### src/sv/spr_pkg.sv
// Package for the shortest path reach counter: payload structs, command codes,
// node and cost constants, and the controller/datapath command and status structs.
// No dependencies.
package spr_pkg;

  localparam int MAX_NODES         = 64;
  localparam int NODE_BITS         = 6;
  localparam int NODE_CNT_BITS     = 7;
  localparam int COST_BITS         = 23;
  localparam int WEIGHT_FIELD_BITS = 16;
  localparam int THRESHOLD_BITS    = 22;

  localparam logic [COST_BITS-1:0] COST_INF = {COST_BITS{1'b1}};

  localparam logic [1:0] CMD_CLEAR = 2'd0;
  localparam logic [1:0] CMD_ADD   = 2'd1;
  localparam logic [1:0] CMD_RUN   = 2'd2;

  typedef struct packed {
    logic [1:0]                   command;
    logic [NODE_BITS-1:0]         edge_from;
    logic [NODE_BITS-1:0]         edge_to;
    logic [WEIGHT_FIELD_BITS-1:0] edge_weight;
    logic [NODE_BITS-1:0]         source_node;
    logic [THRESHOLD_BITS-1:0]    threshold;
  } in_item_t;

  typedef struct packed {
    logic [NODE_CNT_BITS-1:0] reached_count;
    logic                     edges_dropped;
  } out_item_t;

  // controller -> datapath
  typedef struct packed {
    logic clear_edges;
    logic add_edge;
    logic run_init;
    logic scan_issue;
    logic mark_done;
    logic edge_step;
    logic cost_upd;
    logic count_issue;
    logic out_load;
  } spr_cmd_t;

  // datapath -> controller
  typedef struct packed {
    logic node_last;
    logic best_found;
    logic best_inf;
    logic edge_none;
    logic edge_match;
    logic edge_last;
  } spr_status_t;

endpackage

### src/sv/spr_ctrl.sv
// Controller for the shortest path reach counter: sequences scan, relax and
// count phases and owns the output valid flag.
// Depends on spr_pkg.
module spr_ctrl (
  input  logic                clk,
  input  logic                rst,
  input  logic                in_valid,
  output logic                in_stall,
  input  logic [1:0]          command,
  output logic                out_valid,
  input  logic                out_stall,
  output spr_pkg::spr_cmd_t   cmd,
  input  spr_pkg::spr_status_t status
);
  import spr_pkg::*;

  typedef enum logic [3:0] {
    IDLE, SCAN, SCAN_TAIL, PICK, E_CHK, E_UPD, CNT, CNT_TAIL, FIN
  } state_t;

  state_t state, state_next;
  logic   in_xfer;

  assign in_stall = (state != IDLE);
  assign in_xfer  = in_valid && !in_stall;

  always_comb begin
    state_next = state;
    cmd        = '0;
    unique case (state)
      IDLE: begin
        if (in_xfer) begin
          unique case (command)
            CMD_CLEAR: cmd.clear_edges = 1'b1;
            CMD_ADD:   cmd.add_edge = 1'b1;
            CMD_RUN: begin
              cmd.run_init = 1'b1;
              state_next   = SCAN;
            end
            default: ;
          endcase
        end
      end
      SCAN: begin
        cmd.scan_issue = 1'b1;
        if (status.node_last) state_next = SCAN_TAIL;
      end
      SCAN_TAIL: state_next = PICK;
      PICK: begin
        if (!status.best_found || status.best_inf) begin
          state_next = CNT;
        end else begin
          cmd.mark_done = 1'b1;
          state_next    = status.edge_none ? SCAN : E_CHK;
        end
      end
      E_CHK: begin
        if (status.edge_match) begin
          state_next = E_UPD;
        end else begin
          cmd.edge_step = 1'b1;
          if (status.edge_last) state_next = SCAN;
        end
      end
      E_UPD: begin
        cmd.cost_upd  = 1'b1;
        cmd.edge_step = 1'b1;
        state_next    = status.edge_last ? SCAN : E_CHK;
      end
      CNT: begin
        cmd.count_issue = 1'b1;
        if (status.node_last) state_next = CNT_TAIL;
      end
      CNT_TAIL: state_next = FIN;
      FIN: begin
        // hold the result until the previous one has been transferred
        if (!(out_valid && out_stall)) begin
          cmd.out_load = 1'b1;
          state_next   = IDLE;
        end
      end
      default: state_next = IDLE;
    endcase
  end

  always_ff @(posedge clk) begin
    if (rst) begin
      state     <= IDLE;
      out_valid <= 1'b0;
    end else begin
      state <= state_next;
      if (cmd.out_load) begin
        out_valid <= 1'b1;
      end else if (out_valid && !out_stall) begin
        out_valid <= 1'b0;
      end
    end
  end

endmodule

### config.mk
export PLATFORM = sky130hd
export DESIGN_NAME = spr_ctrl
export DESIGN_NICKNAME = d
export VERILOG_FILES = /design/src/sv/spr_pkg.sv /design/src/sv/spr_ctrl.sv
export SDC_FILE = /design/constraint.sdc
export NUM_CORES = 1
export LEC_CHECK = 0
export ABC_AREA = 1
export BUFFER_PORTS_ARGS = -buffer_cell sky130_fd_sc_hd__buf_4
export CAP_MARGIN = 20
export CORE_MARGIN = 1.5
export CORE_UTILIZATION = 30
export DETAILED_ROUTE_END_ITERATION = 10
export SETUP_SLACK_MARGIN = 0.3
export SLEW_MARGIN = 40
export SYNTH_ARGS = -nofsm -noshare
export SYNTH_HDL_FRONTEND = slang
export SYNTH_SLANG_ARGS = --single-unit
### constraint.sdc
create_clock -name clk -period 1.2 [get_ports clk]
set_input_delay 0.06 -clock clk [delete_from_list [all_inputs] [get_ports clk]]
set_output_delay 0.06 -clock clk [all_outputs]
set_load 0.02 [all_outputs]
==> tab_implementation.tex <==
\begin{tabular}{lr}
\hline
Metric & Value \\
\hline
\multicolumn{2}{l}{\textbf{Place}} \\
Placer Congestion & 0.768 \\
Detailed placer's ending HPWL & 940 microns \\
Worst setup slack before clock tree synthesis & -0.000528 ns \\
I/O Buffers & 22 \\
Number of placed instances with taps included & 119 \\
Standard cell area after detailed placement & 688 sq um \\
\multicolumn{2}{l}{\textbf{Setup path}} \\
Sequence of cells on the critical path & nor2\_4 > buf\_4 > nand2\_1 > nor2\_2 > buf\_4 \\
Family of cells with the greatest summed delay on the critical path & flip-flops \\
Crit Path Category & flip-flop to output pin \\
Signal arrival time at the worst endpoint & between 1 and 1.5 ns \\
Startpoint type of the worst setup path & flip-flop \\
Largest stage delay on the critical path & 0.37 ns \\
Library cell contributing the largest single delay on the critical path & dfxtp\_4 \\
Sum of buffers and inverters on the critical path & 2 \\
Maximum fanout along the worst path & 7 \\
Type of destination of the critical path & output pin \\
Cell type with the highest occurrence count on the critical path & buf\_4 \\
Data required time at the worst endpoint & between 1 and 1.5 ns \\
\multicolumn{2}{l}{\textbf{Routing}} \\
Antenna violation net count after detailed routing & 0 \\
DR iter-0 viols & 6 \\
Post-route DRC & 0 \\
Total Routed Length & between 1 and 1.5 mm \\
Via-to-Cell Ratio & 4.64 \\
Drt wl/cell & 10.5 microns \\
Total number of vias & 598 \\
Drt pass-1 iters & 4 \\
\multicolumn{2}{l}{\textbf{Finish}} \\
Area of all placed cells without fillers & 860 sq um \\
Layout overhead on the synthesized area & 94.1\% \\
Final core utilization & between 60\% and 70\% \\
Share of layout cells above drive strength 1 & 54.4\% \\
NumNets Final & $\sim$130 \\
Antenna diode count & 0 \\
Layout Cells excl Fill & between 100 and 150 \\
\multicolumn{2}{l}{\textbf{Clock network}} \\
CTS max path bufs & 2 \\
CTS Buf Count & 3 \\
Number of H-tree levels & 1 \\
Clock Latency Late Sink & 0.26 ns \\
Reg clk slew, reported paths & 0.05 ns \\
Root Buffer & clkbuf\_4 \\
Clock Sink Count & 5 \\
Clock tree from TritonCTS & built \\
\multicolumn{2}{l}{\textbf{Die}} \\
IO Pins & 23 \\
Die Ht & 41.4 microns \\
Overall die area & 1720 sq um \\
Width of the die & 41.4 microns \\
Row Count & 13 \\
Effective utilization at floorplan & between 30\% and 40\% \\
Core area & 1330 sq um \\
\multicolumn{2}{l}{\textbf{Global route}} \\
Global-route wire length before repair & around 2.1 mm \\
Global Route Usage Sum & 15.8\% \\
Antenna violations before repair & 0 \\
Vias in the first global route & between 400 and 500 \\
Maximum number of pins on one net before global-route repair & 9 \\
Total gr overflow & 0 \\
\multicolumn{2}{l}{\textbf{Timing}} \\
Tmin final & 1.32 ns \\
Ratio of final minimum period to clock period & 110\% \\
Final worst clock skew & 0.00304 ns \\
Max-slew violation count & 0 \\
Final-layout setup total negative slack & -0.720 ns \\
Slew headroom & 83.1\% \\
FMAX & 759 MHz \\
Final Hold Viols & 0 \\
Pin slew with the least headroom to its limit & 0.253 ns \\
RSZ-0062 raised after global routing & yes \\
Final Setup Violations & 10 \\
Final setup margin & -0.117 ns \\
\multicolumn{2}{l}{\textbf{Synth}} \\
Post-synthesis register bit count & 5 \\
Mapped Cells & 81 \\
Mean Syn Cell Area & 5.47 sq um \\
Number of distinct library cells after synthesis & 15 \\
Warnings, synthesis & 0 \\
Mapped Nets & 93 \\
Synth cell count leaders & 20 x nand2\_1, 12 x inv\_1, 11 x nand3\_1, 11 x nor2\_1 \\
Top cell type by total area after synthesis & dfxtp\_1 \\
Netlist Area Pre-Place & roughly 440 sq um \\
Number of flops mapped to enable cells by yosys & 0 \\
Top-count cell post-synth & nand2\_1 \\
Dominant cells by area after synthesis & dfxtp\_1 23\%, nand2\_1 17\%, nand3\_1 12\% \\
Fraction of post-synthesis cell area in the top cell type by area & 22.6\% \\
Asr flop ratio synth & 0\% \\
Sequential-to-total area share from yosys stat & $\sim$23\% \\
Top FF cell, synth & dfxtp\_1 \\
\multicolumn{2}{l}{\textbf{Run}} \\
Total of max-cap violations & 0 \\
\multicolumn{2}{l}{\textbf{Hold path}} \\
Worst min path class & primary input to flip-flop \\
\multicolumn{2}{l}{\textbf{Outcome}} \\
Status & finished with violations \\
Violated checks & setup timing \\
\multicolumn{2}{l}{\textbf{Power and ir drop}} \\
Highest ir drop seen on vdd & 0.897 mV \\
Leakage component of the power & 0.438 nW \\
Power density over the cells & 1970 nW/um\^{}2 \\
\hline
\end{tabular}
==> sequential cells by signal, indices dropped and copies added (netlist names) <==
name,count
state,4
out_valid,1
==> cell type report <==
class,instances,area [sq um]
inverters,15,61.3
well taps,15,18.8
fillers,120,474
repair buffers,29,246
multi-input cells,61,393
flip-flops and latches,5,114
clock buffers,4,26.3
==> worst min-delay path, delay by kind of cell <==
kind            cells  cell delay, ns
compound gates      1            0.06
buf+inv             1            0.11
simple gates        1            0.07
==> power by group <==
| group | switching [mW] | internal (mW) |
|---|---|---|
| Sequential | 0.0817 | 0.232 |
| Clock | 0.0853 | 0.127 |
| Combinational | 0.672 | 0.500 |
==> through the flow <==
step,hold WS (ns),power [mW]
2_1_floorplan,0.122,0.929
3_3_place_gp,0.250,1.19
3_5_place_dp,0.244,1.19
4_1_cts,0.0813,1.62
5_1_grt,0.0951,1.83
6_report,0.0765,1.70
==> worst paths after layout <==
check	from	endpoint	slack [ns]	cells after the start
worst max register to register	state[2]	state[2]	-0.09	10
worst min register to register	out_valid	out_valid	0.47	2
worst min-delay path	out_stall	out_valid	0.08	3
worst max-delay path	state[0]	cmd[0]	-0.12	5
==> cell families (layout without fill, tap and decap cells) <==
logic type,count (synthesis),in the layout,synth area share (%)
and+or+nand+nor,54,54,55.9
buffers and inverters,15,48,12.7
AOI/OAI and AO/OA,7,7,8.76
DFF,5,5,22.6
==> timing repair <==
action | 4_1_cts | 5_1_grt
hold buffers | 1 | 0
endpoints found under the setup margin | 14 | 15
endpoints found under the hold margin | 3 | 0
pin swaps | 6 | 4
gates resized for setup | 19 | 8
buffers inserted | 4 | 1
==> layer usage <==
metal  routed length, microns  part of all wire [%]  global-route usage (%)  up-vias
met5                        0                     0                       0        -
met4                       11                  0.81                    5.81        0
met3                       84                   6.2                    6.96        2
met2                      651                    48                    23.1       18
met1                      603                    45                    20.4      255
li1                         -                     -                       -      323
==> placed cells by master (no fill, tap or decap) <==
cell and instances:
a21oi_1 3, dfxtp_2 2, nor2_2 3, inv_2 4, o21ai_4 1, nand3_2 2
buf_4 21, o21ai_1 2, clkbuf_4 3, nand2_8 1, nand2_1 19, nand4_1 1
nor2_4 7, clkbuf_1 1, nor3_4 1, dlygate4sd3_1 1, nand3_1 9, nand2_2 2
inv_1 9, inv_4 2, nor3_2 2, dfxtp_4 3, nor2_1 7, buf_6 7
a21oi_4 1
Note: power is estimated with default switching activity, not from simulation.
